<file path="config.mk">
export PLATFORM = sky130hd
export DESIGN_NAME = utf16_to_utf32_decoder
export DESIGN_NICKNAME = d
export VERILOG_FILES = /design/src/hw/rtl/u16u32_pkg.sv /design/src/hw/rtl/u16u32_decode.sv /design/src/hw/rtl/u16u32_out_buf.sv /design/src/hw/rtl/utf16_to_utf32_decoder.sv
export SDC_FILE = /design/constraint.sdc
export NUM_CORES = 1
export LEC_CHECK = 0
export BUFFER_PORTS_ARGS = -buffer_cell sky130_fd_sc_hd__buf_2
export CAP_MARGIN = 40
export CORE_MARGIN = 4
export CORE_UTILIZATION = 25
export DETAILED_ROUTE_END_ITERATION = 10
export GPL_ROUTABILITY_DRIVEN = 0
export PLACE_DENSITY_LB_ADDON = 0.12
export SLEW_MARGIN = 20
export SYNTH_ARGS = -nofsm -noshare
export SYNTH_HDL_FRONTEND = slang
export SYNTH_SLANG_ARGS = --single-unit
</file>
<file path="constraint.sdc">
create_clock -name clk_i -period 7.3 [get_ports clk_i]
set_input_delay 1.46 -clock clk_i [delete_from_list [all_inputs] [get_ports clk_i]]
set_output_delay 1.46 -clock clk_i [all_outputs]
set_load 0.01 [all_outputs]
</file>
<file path="src/hw/rtl/u16u32_pkg.sv">
`timescale 1ns / 1ps
// ----------------------------------------------------------------------------
// UTF-16 to UTF-32 decoder package
// Shared constants and types for the code unit decoder and its result buffer.
// ----------------------------------------------------------------------------
package u16u32_pkg;

  // Code units carried by one request.
  localparam int unsigned UNIT_FIELDS = 4;
  localparam int unsigned UNIT_W      = 16;
  localparam int unsigned COUNT_W     = 3;
  localparam int unsigned CP_W        = 21;
  localparam int unsigned PAYLOAD_W   = 10;

  // Surrogate classification: top six bits of a unit.
  localparam logic [UNIT_W-1:0] SURR_MASK = 16'hfc00;
  localparam logic [UNIT_W-1:0] HIGH_TAG  = 16'hd800;
  localparam logic [UNIT_W-1:0] LOW_TAG   = 16'hdc00;
  localparam logic [CP_W-1:0]   PLANE_OFFSET = 21'h010000;

  typedef logic [UNIT_FIELDS-1:0][UNIT_W-1:0] unit_arr_t;

  // One decoded result.
  typedef struct packed {
    logic [CP_W-1:0] code_point;
    logic            error;
  } result_t;

endpackage

</file>
<file path="src/hw/rtl/u16u32_decode.sv">
`timescale 1ns / 1ps
// ----------------------------------------------------------------------------
// UTF-16 code unit decoder
// Walks the units of one request, pairs surrogates and builds the packed list
// of results. Holds the pending high surrogate and the sticky error flag.
// ----------------------------------------------------------------------------
module u16u32_decode #(
  parameter int unsigned DEPTH = 4
) (
  input  logic                                clk_i,
  input  logic                                rst_ni,
  input  logic                                take_i,
  input  u16u32_pkg::unit_arr_t               units_i,
  input  logic [u16u32_pkg::COUNT_W-1:0]      unit_count_i,
  input  logic                                end_of_stream_i,
  output u16u32_pkg::result_t [DEPTH-1:0]     res_o,
  output logic [$clog2(DEPTH+1)-1:0]          res_count_o
);

  localparam int unsigned IDX_W = (DEPTH > 1) ? $clog2(DEPTH) : 1;
  localparam int unsigned CNT_W = $clog2(DEPTH + 1);

  logic [u16u32_pkg::PAYLOAD_W-1:0] pend_bits_q, pend_bits_d;
  logic                             pend_vld_q, pend_vld_d;
  logic                             err_q, err_d;

  always_comb begin
    logic [u16u32_pkg::COUNT_W-1:0] cnt;
    logic [2:0]                     n;
    logic [u16u32_pkg::UNIT_W-1:0]  u;
    logic [u16u32_pkg::UNIT_W-1:0]  tag;
    logic                           err;
    logic                           pv;
    logic [u16u32_pkg::PAYLOAD_W-1:0] pb;

    cnt = (unit_count_i > u16u32_pkg::COUNT_W'(DEPTH)) ?
          u16u32_pkg::COUNT_W'(DEPTH) : unit_count_i;
    n   = '0;
    err = 1'b0;
    pv  = pend_vld_q;
    pb  = pend_bits_q;
    u   = '0;
    tag = '0;
    res_o = '0;

    if (err_q) begin
      // Decoding has stopped: answer every request with one error result.
      res_o[0].error = 1'b1;
      n   = 3'd1;
      err = 1'b1;
    end else begin
      for (int i = 0; i < u16u32_pkg::UNIT_FIELDS; i++) begin
        if ((u16u32_pkg::COUNT_W'(i) < cnt) && !err) begin
          u   = units_i[i];
          tag = u & u16u32_pkg::SURR_MASK;
          if (tag == u16u32_pkg::HIGH_TAG) begin
            if (pv) begin
              err = 1'b1;
            end else begin
              pb = u[u16u32_pkg::PAYLOAD_W-1:0];
              pv = 1'b1;
            end
          end else if (tag == u16u32_pkg::LOW_TAG) begin
            if (pv) begin
              if (n < 3'(DEPTH)) begin
                res_o[n[IDX_W-1:0]].code_point = u16u32_pkg::PLANE_OFFSET
                    + {1'b0, pb, 10'b0}
                    + {11'b0, u[u16u32_pkg::PAYLOAD_W-1:0]};
              end
              n  = n + 3'd1;
              pv = 1'b0;
              pb = '0;
            end else begin
              err = 1'b1;
            end
          end else begin
            if (pv) begin
              err = 1'b1;
            end else begin
              if (n < 3'(DEPTH)) begin
                res_o[n[IDX_W-1:0]].code_point = {5'b0, u};
              end
              n = n + 3'd1;
            end
          end
        end
      end

      // A high surrogate left over at end of stream is unpaired.
      if (!err && end_of_stream_i && pv) begin
        err = 1'b1;
      end

      if (err) begin
        pv = 1'b0;
        pb = '0;
        if (n < 3'(DEPTH)) begin
          res_o[n[IDX_W-1:0]].error = 1'b1;
        end
        n = n + 3'd1;
      end
    end

    res_count_o = n[CNT_W-1:0];
    pend_vld_d  = pv;
    pend_bits_d = pb;
    err_d       = err;
  end

  always_ff @(posedge clk_i or negedge rst_ni) begin
    if (!rst_ni) begin
      pend_bits_q <= '0;
      pend_vld_q  <= 1'b0;
      err_q       <= 1'b0;
    end else if (take_i) begin
      pend_bits_q <= pend_bits_d;
      pend_vld_q  <= pend_vld_d;
      err_q       <= err_d;
    end
  end

endmodule

</file>
<file path="src/hw/rtl/u16u32_out_buf.sv">
`timescale 1ns / 1ps
// ----------------------------------------------------------------------------
// UTF-32 result buffer
// Holds one request's results and sends one per cycle while the sink is ready.
// ----------------------------------------------------------------------------
module u16u32_out_buf #(
  parameter int unsigned DEPTH = 4
) (
  input  logic                             clk_i,
  input  logic                             rst_ni,
  input  logic                             load_i,
  input  u16u32_pkg::result_t [DEPTH-1:0]  res_i,
  input  logic [$clog2(DEPTH+1)-1:0]       res_count_i,
  output logic                             ready_o,
  output logic                             out_valid_o,
  input  logic                             out_ready_i,
  output u16u32_pkg::result_t              out_res_o,
  output logic                             out_last_o
);

  localparam int unsigned IDX_W = (DEPTH > 1) ? $clog2(DEPTH) : 1;
  localparam int unsigned CNT_W = $clog2(DEPTH + 1);

  u16u32_pkg::result_t [DEPTH-1:0] res_q;
  logic [CNT_W-1:0]                cnt_q;
  logic [IDX_W-1:0]                idx_q;
  logic                            vld_q;
  logic                            pop;

  assign out_valid_o = vld_q;
  assign out_res_o   = res_q[idx_q];
  assign out_last_o  = (CNT_W'(idx_q) + CNT_W'(1)) == cnt_q;
  assign pop         = vld_q && out_ready_i;
  assign ready_o     = !vld_q || (out_ready_i && out_last_o);

  always_ff @(posedge clk_i or negedge rst_ni) begin
    if (!rst_ni) begin
      vld_q <= 1'b0;
      idx_q <= '0;
    end else if (load_i) begin
      vld_q <= 1'b1;
      idx_q <= '0;
    end else if (pop) begin
      if (out_last_o) begin
        vld_q <= 1'b0;
        idx_q <= '0;
      end else begin
        idx_q <= idx_q + IDX_W'(1);
      end
    end
  end

  always_ff @(posedge clk_i) begin
    if (load_i) begin
      res_q <= res_i;
      cnt_q <= res_count_i;
    end
  end

endmodule

</file>
<file path="src/hw/rtl/utf16_to_utf32_decoder.sv">
`timescale 1ns / 1ps
// ----------------------------------------------------------------------------
// UTF-16 to UTF-32 stream decoder
// Decodes up to four UTF-16 code units per request into Unicode scalar values,
// pairing surrogates across requests and flagging unpaired ones.
// ----------------------------------------------------------------------------
//
// Channel   Dir  Payload                                          Done when
// s_axis    in   tdata: unit_a,b,c,d, unit_count; tlast: eos      tvalid & tready
// m_axis    out  tdata: code_point; tuser: error; tlast: last     tvalid & tready
//
// Output: a request yields 0 to min(4, UNITS_PER_ITEM) results, and the output
//   moves one per cycle while m_axis_tready is high; one with none only updates
//   the decoder state. Units pass the input register, then the result buffer.
// Reset: clears the pending surrogate, the sticky error and both valid flags.
// Stalls: a new request enters the input register while the buffer drains and
//   is decoded into the buffer in the cycle its last result is taken.
// ----------------------------------------------------------------------------
module utf16_to_utf32_decoder #(
  parameter int unsigned UNITS_PER_ITEM = 4
) (
  input  logic        clk_i,
  input  logic        rst_ni,
  // tdata, from bit 0: unit_a[15:0], unit_b[15:0], unit_c[15:0], unit_d[15:0],
  // unit_count[2:0], zero fill to 72 bits
  input  logic        s_axis_tvalid_i,
  output logic        s_axis_tready_o,
  input  logic [71:0] s_axis_tdata_i,
  input  logic        s_axis_tlast_i,   // end_of_stream
  // tdata, from bit 0: code_point[20:0], zero fill to 24 bits
  output logic        m_axis_tvalid_o,
  input  logic        m_axis_tready_i,
  output logic [23:0] m_axis_tdata_o,
  output logic        m_axis_tuser_o,   // error
  output logic        m_axis_tlast_o    // last_of_item
);

  // Results per request never exceed the saturated unit count.
  localparam int unsigned DEPTH = (UNITS_PER_ITEM < u16u32_pkg::UNIT_FIELDS) ?
                                  UNITS_PER_ITEM : u16u32_pkg::UNIT_FIELDS;
  localparam int unsigned CNT_W = $clog2(DEPTH + 1);

  // Input register.
  u16u32_pkg::unit_arr_t              units_q;
  logic [u16u32_pkg::COUNT_W-1:0]     count_q;
  logic                               eos_q;
  logic                               in_vld_q;

  u16u32_pkg::result_t [DEPTH-1:0]    dec_res;
  logic [CNT_W-1:0]                   dec_count;
  u16u32_pkg::result_t                out_res;
  logic                               buf_ready;
  logic                               take;
  logic                               s_fire;

  // Decode the held request as soon as the buffer can take its results.
  assign take            = in_vld_q && buf_ready;
  assign s_axis_tready_o = !in_vld_q || take;
  assign s_fire          = s_axis_tvalid_i && s_axis_tready_o;

  always_ff @(posedge clk_i or negedge rst_ni) begin
    if (!rst_ni) begin
      in_vld_q <= 1'b0;
    end else if (s_fire) begin
      in_vld_q <= 1'b1;
    end else if (take) begin
      in_vld_q <= 1'b0;
    end
  end

  // Hold the payload until the request is decoded.
  always_ff @(posedge clk_i) begin
    if (s_fire) begin
      for (int i = 0; i < u16u32_pkg::UNIT_FIELDS; i++) begin
        units_q[i] <= s_axis_tdata_i[i*u16u32_pkg::UNIT_W +: u16u32_pkg::UNIT_W];
      end
      count_q <= s_axis_tdata_i[64 +: u16u32_pkg::COUNT_W];
      eos_q   <= s_axis_tlast_i;
    end
  end

  u16u32_decode #(
    .DEPTH (DEPTH)
  ) u_decode (
    .clk_i           (clk_i),
    .rst_ni          (rst_ni),
    .take_i          (take),
    .units_i         (units_q),
    .unit_count_i    (count_q),
    .end_of_stream_i (eos_q),
    .res_o           (dec_res),
    .res_count_o     (dec_count)
  );

  // A request with no results only advances the decoder state.
  u16u32_out_buf #(
    .DEPTH (DEPTH)
  ) u_out_buf (
    .clk_i       (clk_i),
    .rst_ni      (rst_ni),
    .load_i      (take && (dec_count != '0)),
    .res_i       (dec_res),
    .res_count_i (dec_count),
    .ready_o     (buf_ready),
    .out_valid_o (m_axis_tvalid_o),
    .out_ready_i (m_axis_tready_i),
    .out_res_o   (out_res),
    .out_last_o  (m_axis_tlast_o)
  );

  assign m_axis_tdata_o = {3'b0, out_res.code_point};
  assign m_axis_tuser_o = out_res.error;

endmodule

</file>
After elaboration in Yosys (flattened, before gate mapping)

Index checks and enable logic that the tools add are counted.

$add $sub $neg: 14
$mul: 0
Div/mod/pow operators: 0
Magnitude comparators: 18
Eq/ne operators: 9
Shift operators: 0
Mux-type cells: 152
Bitwise operators: 1
Reduce and logical (&&, ||, !) cells: 28

Operators with widths:

| operator                                                                            | count |
|---|---|
| 88-bit two-way mux                                                                  | 26 |
| 88-bit bitwise mux                                                                  | 7 |
| 10-bit two-way mux                                                                  | 24 |
| 22-bit demux with 2-bit select                                                      | 4 |
| 21-bit two-way mux                                                                  | 5 |
| 22-bit two-way mux                                                                  | 4 |
| 17-bit by 20-bit adder with 21-bit output, first input constant                     | 4 |
| 21-bit by 10-bit adder with 21-bit output                                           | 4 |
| 3-bit two-way mux                                                                   | 25 |
| 1-bit two-way mux                                                                   | 52 |
| 6-bit equality test, second input constant                                          | 8 |
| 22-bit binary-select mux with 2-bit select                                          | 1 |
| 16-bit two-way mux                                                                  | 1 |
| 2-bit by 3-bit < comparator with 1-bit output, second input constant                | 5 |
| 1-bit logical AND                                                                   | 14 |
| 3-bit by 1-bit adder with 3-bit output, second input constant                       | 4 |
| 3-bit < comparator, second input constant                                           | 4 |
| 2-bit by 1-bit greater-or-equal comparator with 1-bit output, second input constant | 4 |
| 1-bit logical NOT                                                                   | 6 |
| 1-bit by 3-bit < comparator with 1-bit output, first input constant                 | 2 |
| 2-bit by 3-bit < comparator with 1-bit output, first input constant                 | 2 |
| 2-bit two-way mux                                                                   | 3 |
| 2-bit nonzero test                                                                  | 3 |
| 2-bit AND reduction                                                                 | 2 |
| 7 further kinds                                                                     | 8 |

Bits in registers: 175
Latch bits: 0
Memory bits (writable): 0
ROM bits: 0
Input bits: 77
Output and inout bits: 28
Memories: 0

Depth between registers and ports, before layout

Gate-level depths: netlist (run 1).

Depth after elaboration: 33
Gate-level depth with buffers: 25
Gate-level depth less buffers: 23

Hierarchy

Synthesis (run 1) repeated with hierarchy kept, for this count alone.

Cell total of the unflattened synthesis: 982
Area total of the unflattened synthesis: 10,714.0 um^2

Modules (own cells, without submodules):

| module                 | times used | cells each | area an instance (um^2) | seq. area each (um^2) |
|---|---|---|---|---|
| u16u32_decode          | 1          | 767        | 5,038.6                 | 300.3 |
| u16u32_out_buf         | 1          | 137        | 3,537.1                 | 2,807.7 |
| utf16_to_utf32_decoder | 1          | 78         | 2,138.3                 | 2,067.0 |

Least setup slack after synthesis (run 1)

OpenSTA, ideal clock, no wires.

Path type: reg2reg
From: reg units_q[13] in the netlist's numbering
To: reg u_out_buf.cnt_q[0] (enable)
Setup time: 460 ps
Arrival: 6,826 ps
Required time: 6,840 ps
Path slack: 14 ps
Stages on the path, launching flop included: 25
Path buffers: 2
Period minus slack after synthesis: 7,286 ps
Cells stage by stage: edfxtp_1 > and4b_1 > buf_6 > and2_0 > nand2_1 > ha_1 > inv_1 > o211ai_2 > nand2_1 > inv_2 > buf_2 > ha_1 > nand2_1 > o31ai_1 > a21oi_1 > ha_1 > mux2_2 > ha_1 > o21ai_0 > inv_1 > ha_1 > o31ai_1 > xnor2_1 > a211o_1 > and2_1

Cells in the longest elaborated chain, start to end: 29
Elaborated cells between the ends (all ways): 81

RTL lines:

| what                                                                            | RTL line                      | text |
|---|---|---|
| start, declared                                                                 | utf16_to_utf32_decoder.sv:44  | `u16u32_pkg::unit_arr_t units_q;` |
| start signal, assigned by index                                                 | utf16_to_utf32_decoder.sv:75  | `units_q[i] <= s_axis_tdata_i[i*u16u32_pkg::UNIT_W +: u16u32_pkg::UNIT_W];` |
| branches (longest 25 deep; another with 3-bit by 1-bit adder with 3-bit output) | -                             |  |
| 3-bit two-way mux (*)                                                           | u16u32_decode.sv:94           | `if (err) begin` |
| 3-bit two-way mux (*)                                                           | u16u32_decode.sv:46           | `if (err_q) begin` |
| 3-bit nonzero test (*)                                                          | utf16_to_utf32_decoder.sv:101 | `.load_i (take && (dec_count != '0)),` |
| 1-bit logical AND (*)                                                           | utf16_to_utf32_decoder.sv:101 |  |
| via u_out_buf.load_i                                                            | u16u32_out_buf.sv:11          | `input logic load_i,` |
| end signal, assigned                                                            | u16u32_out_buf.sv:56          | `cnt_q <= res_count_i;` |
| end, declared                                                                   | u16u32_out_buf.sv:25          | `logic [CNT_W-1:0] cnt_q;` |

Mark *: on every way through the listed nets, which the timed path passes. The select of a mux whose other input is x is not followed.
A chain may end at the register's enable or synchronous reset.

Worst setup path in the final report (run 1)

From: reg units_q[13] in the netlist's numbering
To: reg u_out_buf.res_q[54] in the netlist's numbering (enable)

Cells in the longest elaborated chain, start to end: 29
Elaborated cells between the ends (all ways): 81

RTL lines:

| what                                                                            | RTL line                      | text |
|---|---|---|
| branches (longest 25 deep; another with 3-bit by 1-bit adder with 3-bit output) | -                             |  |
| 3-bit two-way mux (*)                                                           | u16u32_decode.sv:94           |  |
| 3-bit two-way mux (*)                                                           | u16u32_decode.sv:46           |  |
| 3-bit nonzero test (*)                                                          | utf16_to_utf32_decoder.sv:101 |  |
| 1-bit logical AND (*)                                                           | utf16_to_utf32_decoder.sv:101 |  |
| via u_out_buf.load_i                                                            | u16u32_out_buf.sv:11          |  |
| end signal, assigned                                                            | u16u32_out_buf.sv:55          | `res_q <= res_i;` |
| end, declared                                                                   | u16u32_out_buf.sv:24          | `u16u32_pkg::result_t [DEPTH-1:0] res_q;` |

Marks and branches as above.

==> results of run 1 <==
layer usage:
layer  GRT usage, %  vias up
met5              0        -
met4           5.24        0
met3           2.95       41
met2           25.4      299
met1           24.1     4050
li1               -     3930
kinds of logic (layout without fill, tap and decap cells):
logic type	count (synthesis)	after routing	synth area share, %
AO/OA/AOI/OAI	307	307	21.0
XOR/XNOR	18	18	1.67
adder cells (fa/ha/maj)	19	19	2.30
buffers and inverters	75	167	3.14
flip-flops	175	175	50.0
multiplexers	25	25	5.10
other	1	3	0.0362
AND/OR/NAND/NOR	345	345	16.8
metrics by stage:
step	total power, uW	util, %
global route	4130	29.5
finish	3900	29.5
detailed placement	2970	27.9
global placement	2960	27.9
floorplan	2430	-
CTS	3940	29.4
area by class of cell:
class | instances | area share, %
Clock inverter | 15 | 1.47
Timing Repair Buffer | 117 | 5.80
Inverter | 18 | 0.560
Sequential cell | 175 | 42.9
Clock buffer | 17 | 3.52
Multi-Input combinational cell | 717 | 40.3
Tap cell | 532 | 5.51
power by group:
group / internal (uW) / switching (uW)
Combinational: 552 / 919
Sequential: 1340 / 137
Clock: 516 / 440
final timing paths:
path | startpoint | endpoint | slack, ps | cells past startpoint
min in group asynchronous | rst_ni | u_out_buf.idx_q[1] | 990 | 1
min | in_vld_q | u_out_buf.out_valid_o | 520 | 1
min reg2reg | in_vld_q | u_out_buf.out_valid_o | 520 | 1
max in group asynchronous | rst_ni | u_decode.err_q | 5900 | 1
max reg2reg | units_q[13] | u_out_buf.res_q[54] | 970 | 25
max | units_q[13] | u_out_buf.res_q[54] | 970 | 25
state kept, by name, summed over array words and instances, names as in the netlist:
register               count
count_q                    3
eos_q                      1
in_vld_q                   1
u_decode.err_q             1
u_decode.pend_bits_q      10
u_decode.pend_vld_q        1
u_out_buf.cnt_q            3
u_out_buf.idx_q            2
u_out_buf.out_valid_o      1
u_out_buf.res_q           88
units_q                   64
placed cells by master, fill, tap and decap left out, drive strengths merged, types with 4 or more instances in the layout:
cell	netlist	routed
nand4	7	7
or3	4	4
o22a	5	5
a21oi	77	77
and2	19	19
a211oi	19	19
ha	19	19
nor2	103	103
nand2	98	98
o21ai	45	45
nor2b	5	5
xnor2	11	11
o211ai	18	18
buf	18	117
mux4	22	22
and3	8	8
nor4	4	4
clkinv	0	5
a221o	10	10
nor3	38	38
inv	18	25
a22oi	47	47
o22ai	14	14
nand2b	4	4
a221oi	17	17
dfrtp	16	16
xor2	7	7
nand4b	5	5
clkbuf	39	17
edfxtp	159	159
nand3	35	35
a22o	18	18
a21o	7	7
o32ai	4	4
==> impl_metrics.ini, run 1 <==
[place]
hpwl_mm = 29.4
port_buffers = 96
dpl_worst_slack_ps = 1010
dp.cells = 1557
place_area_um2 = 11400

[synthesis]
synthCells = 965
postSynth.topFlopCell = edfxtp_1
netlist_top_cells_area = edfxtp_1 46%, mux4_2 4.8%, dfrtp_1 3.9%
synth_edf_count = 159
syn_avg_cell_area_um2 = 10.7
synth.most_common_cell = edfxtp_1
synth_async_sr_flop_share_pct = 9.14
yosys-top-cells-count = 159 x edfxtp_1, 100 x nor2_1, 98 x nand2_1
synth_top_cell_by_area = edfxtp_1
synth_top_area_share_pct = 46.1
ys_ff_latch = 175
synth_cell_types = 87
ys_seq_area_share_pct = 50.0
synth_area_um2 = 10300
yosysWarningCount = 0

[sta]
tns_ps = 0
worst_pin_slew_ps = 822
fin_skew_ps = 16.0
slew_headroom_pct = 45.0
period_needed_ps = 6330
rsz0062_at_grt = no
slew_violations = 0
setup_viol = 0
timing.fmax_mhz = 158
whs_ps = 522
fin_ws_ps = 968
hold_violations = 0
post-route-period-util_pct = 86.7

[routing]
detail_route.wl_per_cell_um = 23.6
wl_met2_mm = 17.1
drt_drc_violations_left = 0
highest_layer = met4
first_pass_iters = 5
ant_nets = 0
wl_met3_mm = 1.99
wirelength_mm = 37.6
vias = 8320
via_per_inst = 5.23
drt-met1-wl_mm = 17.7
drtIter0Drc = 748

[floorplanning]
fp-row-count = 74
dieArea_um2 = 44700
die_h_um = 211
initial_utilization_pct = 25.3
fp.coreArea_um2 = 40900
die_x_um = 211
ios = 105

[setup_path]
cp.required_ps = 7440
crit_family = adder cells
critPathMaxFanout = 52
cpPeakStageDelay_ps = 450
critical_path.startpoint_type = flip-flop
path_buf_inv = 6
cp_slowest_cell = o21ai_0
critPathKind = flip-flop to flip-flop
timing.critical_path.mode_cell = ha_1
crit_arrival_ps = 6470
end_kind = flip-flop

[final_layout]
area_growth_pct = 16.7
num-fill-cells = 4270
stdcell_area_um2 = 12100
multiInputGateArea_um2 = 4860
antenna_cells = 0
final_cells = 1591
drive_gt1_share_pct = 19.9
fin_nets = 1142
seqCellArea_um2 = 5180

[grt]
grt_max_degree = 80
grt_pass1_vias = 7937
grt_pass1_wl_mm = 55.0
antenna_found_initial = 0
grt-ovfl-total = 0
grt_util_all_layers_pct = 16.6

[worst_hold_path]
hp-class = flip-flop to flip-flop

[clock_network]
cts.clk_slew.worst_paths_ps = 70
worstSkewPairLatency_ps = 470
cts_buffer_depth = 2
htreeDepth = 4
cts_tree = yes
postCtsSetupBuffers = 0
postCtsHoldBufs = 0
ctsResizeCount = 0
cts_root_buffer = clkbuf_16
cts_sinks = 175
numCtsBuffers = 17

[power_and_ir_drop]
ir_worst_vdd_v = 0.000176
power_density_nw_per_um2 = 323
leakagePower_uw = 0.00404

[flow_run]
maxCapViolCount = 0

[status]
status = finished clean
Note: power is estimated with default switching activity, not from simulation.
==> run 2: changes to the inputs <==
--- a/config.mk
+++ b/config.mk
@@ -5,13 +5,16 @@
 export SDC_FILE = /design/constraint.sdc
 export NUM_CORES = 1
 export LEC_CHECK = 0
+export ABC_AREA = 1
 export BUFFER_PORTS_ARGS = -buffer_cell sky130_fd_sc_hd__buf_2
 export CAP_MARGIN = 40
 export CORE_MARGIN = 4
 export CORE_UTILIZATION = 25
+export CTS_BUF_LIST = sky130_fd_sc_hd__clkbuf_8
 export DETAILED_ROUTE_END_ITERATION = 10
 export GPL_ROUTABILITY_DRIVEN = 0
 export PLACE_DENSITY_LB_ADDON = 0.12
+export RECOVER_POWER = 50
 export SLEW_MARGIN = 20
 export SYNTH_ARGS = -nofsm -noshare
 export SYNTH_HDL_FRONTEND = slang
==> run 2 against run 1 <==
Effect of this change:
- the flow now finishes with violations (max-capacitance violations, max-slew violations)
- critical path depth fell by 1
- hold slack improved by 29 ps
- sequential power rose by 7%
- largest cell class unchanged
- non-clock buffer count fell by 4
- largest power group unchanged
- clock power fell by 23%
- sequential cell count did not move
- sequential share of layout area fell by 0.26 points
==> impl_metrics.ini, run 2 <==
[status]
status = finished with violations
violations = max-capacitance violations, max-slew violations

[final_layout]
area_growth_pct = 12.9
multiInputGateArea_um2 = 4690
regMostFlops = u_out_buf.res_q
antenna_cells = 0
final_common_cell = nand2_1
largest_reg_flops = 88
final_cell_mix = 206 x nand2_1, 159 x edfxtp_1, 142 x inv_1
drive_gt1_share_pct = 14.2
fin_nets = 1447
reg_top3 = u_out_buf.res_q x88, units_q x64, u_decode.pend_bits_q x10
num-fill-cells = 4598
seqCellArea_um2 = 5170

[setup_path]
cp.required_ps = 7440
end_kind = flip-flop
reg2reg_depth = 24
crit_arrival_ps = 6450
critPathMaxFanout = 51
critPathKind = flip-flop to flip-flop
critical_path.startpoint_type = flip-flop

[floorplanning]
dieArea_um2 = 46400
fp-row-count = 75
fp.coreArea_um2 = 42200
initial_utilization_pct = 25.5
die_x_um = 215
ios = 105
die_h_um = 215

[sta]
slew_violations = 90
rsz0062_at_grt = no
fin_skew_ps = 26.9
slew_headroom_pct = -68.2
hold_violations = 0
tns_ps = 0
post-route-period-util_pct = 86.4
timing.fmax_mhz = 159
whs_ps = 551
worst_pin_slew_ps = 2520
period_needed_ps = 6310
setup_viol = 0

[power_and_ir_drop]
ir_worst_vdd_v = 0.000122
p_total_uw = 3200
power_density_nw_per_um2 = 263
leakagePower_uw = 0.00465

[routing]
drtIter0Drc = 974
via_per_inst = 5.09
vias = 9682
detail_route.wl_per_cell_um = 21.6
ant_nets = 0
wirelength_mm = 41.1
first_pass_iters = 5
drt_drc_violations_left = 0

[clock_network]
cts.clk_slew.worst_paths_ps = 100
cts_tree = yes
ctsResizeCount = 0
numCtsBuffers = 17
worstSkewPairLatency_ps = 520
postCtsSetupBuffers = 0
htreeDepth = 4
cts_buffer_depth = 2
cts_sinks = 175
cts_root_buffer = clkbuf_8
postCtsHoldBufs = 0

[grt]
grt_max_degree = 56
grt_pass1_vias = 9240
grt-ovfl-total = 0
grt_util_all_layers_pct = 17.3
grt_pass1_wl_mm = 60.4
antenna_found_initial = 0

[synthesis]
postSynth.topFlopCell = edfxtp_1
synth_cell_types = 57
netlist_top_cells_area = edfxtp_1 44%, nand2_1 7.0%, o21ai_0 6.3%
synthCells = 1268
synth_async_sr_flop_share_pct = 9.14
synth_top_cell_by_area = edfxtp_1
yosys-top-cells-count = 201 x nand2_1, 159 x edfxtp_1, 141 x inv_1
syn_avg_cell_area_um2 = 8.49
synth.most_common_cell = nand2_1
ys_ff_latch = 175
synth_area_um2 = 10800
ys_seq_area_share_pct = 48.1
synth_top_area_share_pct = 44.4
synth_edf_count = 159
yosysWarningCount = 0

[worst_hold_path]
holdPathStages = 2
hp-class = flip-flop to flip-flop

[place]
hpwl_mm = 32.3
port_buffers = 96

[flow_run]
maxCapViolCount = 2
==> run 2: cell types whose count changed after synthesis, sizes merged, moves of 23 or more <==
| cell | previous run | this run |
|---|---|---|
| inv | 18 | 165 |
| nand2 | 98 | 226 |
| o21ai | 45 | 153 |
| o22ai | 14 | 81 |
| a22oi | 47 | 4 |
| nor2 | 103 | 130 |
| nor3 | 38 | 15 |
==> run 2: layer usage <==
metal	up-vias	wire, um	track usage (%)
met5	-	0	0
met1	4634	19400	25.2
met3	60	2640	3.26
met2	391	17700	25.6
li1	4597	-	-
met4	0	1410	6.23
==> run 2: logic make-up after synthesis <==
| family | Yosys count | synth area share [%] |
|---|---|---|
| AO/OA/AOI/OAI | 401 | 21.4 |
| XOR/XNOR | 10 | 0.884 |
| adder cells (fa/ha/maj) | 19 | 2.21 |
| buffers and inverters | 220 | 7.99 |
| flip-flops | 175 | 48.1 |
| multiplexers | 2 | 0.186 |
| other | 1 | 0.0348 |
| AND/OR/NAND/NOR | 440 | 19.2 |
==> run 2: path summary, 6_finish.rpt <==
kind	start	to	slack (ps)
max	units_q[13]	u_out_buf.res_q[69]	990
min	in_vld_q	in_vld_q	550
max reg2reg	units_q[13]	u_out_buf.res_q[69]	990
min reg2reg	in_vld_q	in_vld_q	550
max in group asynchronous	rst_ni	u_decode.pend_bits_q[1]	5430
min in group asynchronous	rst_ni	u_decode.err_q	1150
==> run 2: critical path, stage by stage (launching register included) <==
cell and delay [ps]:
edfxtp_1 400, nor2_1 240, nand4_1 470, ha_1 480, inv_1 60, nand3_2 70
nand3_1 390, inv_1 300, nand2_1 150, nand2_1 220, nand2_1 370, nand2_2 200
nand2_4 120, o21ai_1 420, inv_1 130, ha_1 330, o21ai_2 210, inv_1 90
ha_1 280, nand2_1 70, nand3_1 130, nand3_1 150, nand2_2 90, clkinv_2 60
buf_4 510
==> run 2: area by class of cell <==
class,count,share of cell area (%)
clock buffer,17,1.93
tap,539,5.55
inverter,169,5.25
sequential,175,42.6
multi-input combinational,875,38.6
timing repair buffer,113,4.55
clock inverter,14,1.52
==> run 2: per-stage QoR <==
stage	cell area [um^2]	worst slack, ps	cells	util, %
2_1_floorplan	10800	1170	1270	-
3_3_place_gp	11800	1240	1864	27.9
3_5_place_dp	11800	1130	1871	28.0
4_1_cts	12200	1110	1902	29.0
5_1_grt	12100	444	1902	28.8
6_report	12100	992	1902	28.8
==> run 2: where the power goes <==
group	switching (uW)	leakage, uW	internal [uW]
clock network	393	0.000200	343
registers	136	0.00168	1430
logic	668	0.00278	227
total	1200	0.00465	2000
==> run 3: changes to the inputs <==
--- a/config.mk
+++ b/config.mk
@@ -5,7 +5,7 @@
 export SDC_FILE = /design/constraint.sdc
 export NUM_CORES = 1
 export LEC_CHECK = 0
-export ABC_AREA = 1
+export ABC_AREA = 0
 export BUFFER_PORTS_ARGS = -buffer_cell sky130_fd_sc_hd__buf_2
 export CAP_MARGIN = 40
 export CORE_MARGIN = 4
==> run 3 against run 2 <==
Effect of this change:
- the run still ends with max-capacitance violations, max-slew violations left
- highest routed layer unchanged
- critical path depth grew 1
- clock power down 1%
- utilization barely moved
- global-route usage fell by 0.65 points
- combinational power increased by 61%
- first-iteration DRC count fell by 28%
- sequential cell count unchanged
- hold slack got worse by 23 ps
- via count decreased by 14%
- cell count fell by 16%
- sequential power decreased by 6%
==> impl_metrics.ini, run 3 (synthesis results as in run 1) <==
[status]
status = finished with violations
violations = max-capacitance violations, max-slew violations

[routing]
via_per_inst = 5.24
wirelength_mm = 37.6
drtIter0Drc = 701
vias = 8330
ant_nets = 0
first_pass_iters = 5
detail_route.wl_per_cell_um = 23.6
drt_drc_violations_left = 0

[power_and_ir_drop]
leakagePower_uw = 0.00384
ir_worst_vdd_v = 0.000139
power_density_nw_per_um2 = 309

[final_layout]
final_cell_mix = 159 x edfxtp_1, 100 x nor2_1, 98 x nand2_1
multiInputGateArea_um2 = 4840
fin_nets = 1142
drive_gt1_share_pct = 16.2
reg_top3 = u_out_buf.res_q x88, units_q x64, u_decode.pend_bits_q x10
area_growth_pct = 13.9
seqCellArea_um2 = 5180
final_common_cell = edfxtp_1
antenna_cells = 0
num-fill-cells = 4307
regMostFlops = u_out_buf.res_q
utilization_pct = 28.8
largest_reg_flops = 88

[clock_network]
htreeDepth = 4
cts_sinks = 175
ctsResizeCount = 0
cts.clk_slew.worst_paths_ps = 110
cts_buffer_depth = 2
postCtsSetupBuffers = 0
worstSkewPairLatency_ps = 540
postCtsHoldBufs = 0
cts_tree = yes
numCtsBuffers = 17
cts_root_buffer = clkbuf_8

[setup_path]
crit_arrival_ps = 6720
reg2reg_depth = 25
r2r-start = units_q[14]
critical_path.startpoint_type = flip-flop
crit_start = units_q[14]
critPathKind = flip-flop to flip-flop
critPathMaxFanout = 52
endpoint = u_out_buf.res_q[30]
end_kind = flip-flop
r2r_end = u_out_buf.res_q[30]
cp.required_ps = 7500
reg2reg_slack_ps = 780

[sta]
tns_ps = 0
timing.fmax_mhz = 153
rsz0062_at_grt = no
hold_violations = 0
slew_headroom_pct = -45.2
post-route-period-util_pct = 89.3
period_needed_ps = 6520
setup_viol = 0
fin_skew_ps = 28.4
worst_pin_slew_ps = 2180
slew_violations = 27

[grt]
grt_util_all_layers_pct = 16.6
grt_max_degree = 80
grt-ovfl-total = 0
grt_pass1_wl_mm = 54.9
antenna_found_initial = 0
grt_pass1_vias = 7944

[floorplanning]
fp-row-count = 74
dieArea_um2 = 44700
die_h_um = 211
initial_utilization_pct = 25.3
fp.coreArea_um2 = 40900
die_x_um = 211
ios = 105

[worst_hold_path]
min_from = in_vld_q
hp-class = flip-flop to flip-flop

[place]
hpwl_mm = 29.4
port_buffers = 96

[flow_run]
maxCapViolCount = 1
[run 3: changes by cell type in the layout (fill, tap and decap cells not counted), moves of 16 or more]
cell,change
nand2_1,-108
o21ai_0,-94
nor3_1,+22
a22o_1,+16
and2_1,+16
inv_1,-127
o22ai_1,-67
mux4_2,+22
inv_2,-19
a21oi_1,-18
a22oi_1,+42
a31oi_1,-17
[run 3: worst max-delay path, cell delays in order (launching register included)]
cell,delay [ps]
edfxtp_1,430
and4b_1,210
buf_4,180
and2_0,250
nand2_1,130
ha_1,320
inv_1,100
o211ai_1,170
nand2_1,270
inv_1,460
ha_1,320
nand2_1,60
o31ai_1,60
a21oi_1,190
buf_4,170
ha_1,220
mux2_2,320
ha_1,320
o21ai_0,430
inv_1,120
ha_1,230
o31ai_1,90
xnor2_1,180
a211o_1,240
and2_4,370
buf_12,310
[run 3: stage by stage]
step                cell area (um^2)  cells  setup WS, ps  hold WS (ps)  total power, uW
finish                         11800   1591           778           527             3640
detailed placement             11400   1557          1010           507             2970
CTS                            11800   1589           967           531             3710
global route                   11800   1591           266           545             3870
global placement               11400   1555          1040           510             2960
floorplan                      10400    967          14.2           472             2430
[run 3: power by group]
part	internal, uW	switching [uW]
Combinational	517	922
Clock	316	412
Sequential	1340	138
Total	2170	1470
[run 3: routing by layer]
metal	up-vias	global-route usage, %	wire, um
li1	3928	-	-
met1	4084	24.1	17800
met2	272	25.4	17000
met3	46	3.04	1830
met4	0	5.11	925
met5	-	0	0
[run 3: worst min path at each step]
stage | endpoint | slack [ps] | depth (start not counted)
6_report | u_out_buf.out_valid_o | 530 | 1
5_1_grt | u_out_buf.out_valid_o | 540 | 1
4_1_cts | u_out_buf.out_valid_o | 530 | 1
3_5_place_dp | u_out_buf.out_valid_o | 510 | 1
3_3_place_gp | u_out_buf.out_valid_o | 510 | 1
2_1_floorplan | u_decode.pend_bits_q[3] | 470 | 2
[run 3: area by class of cell]
type                            count  area share [%]
Multi-Input combinational cell    717            41.0
Tap cell                          532            5.65
Clock buffer                       17            1.98
Inverter                           18           0.573
Timing Repair Buffer              117            5.36
Sequential cell                   175            43.9
Clock inverter                     15            1.51
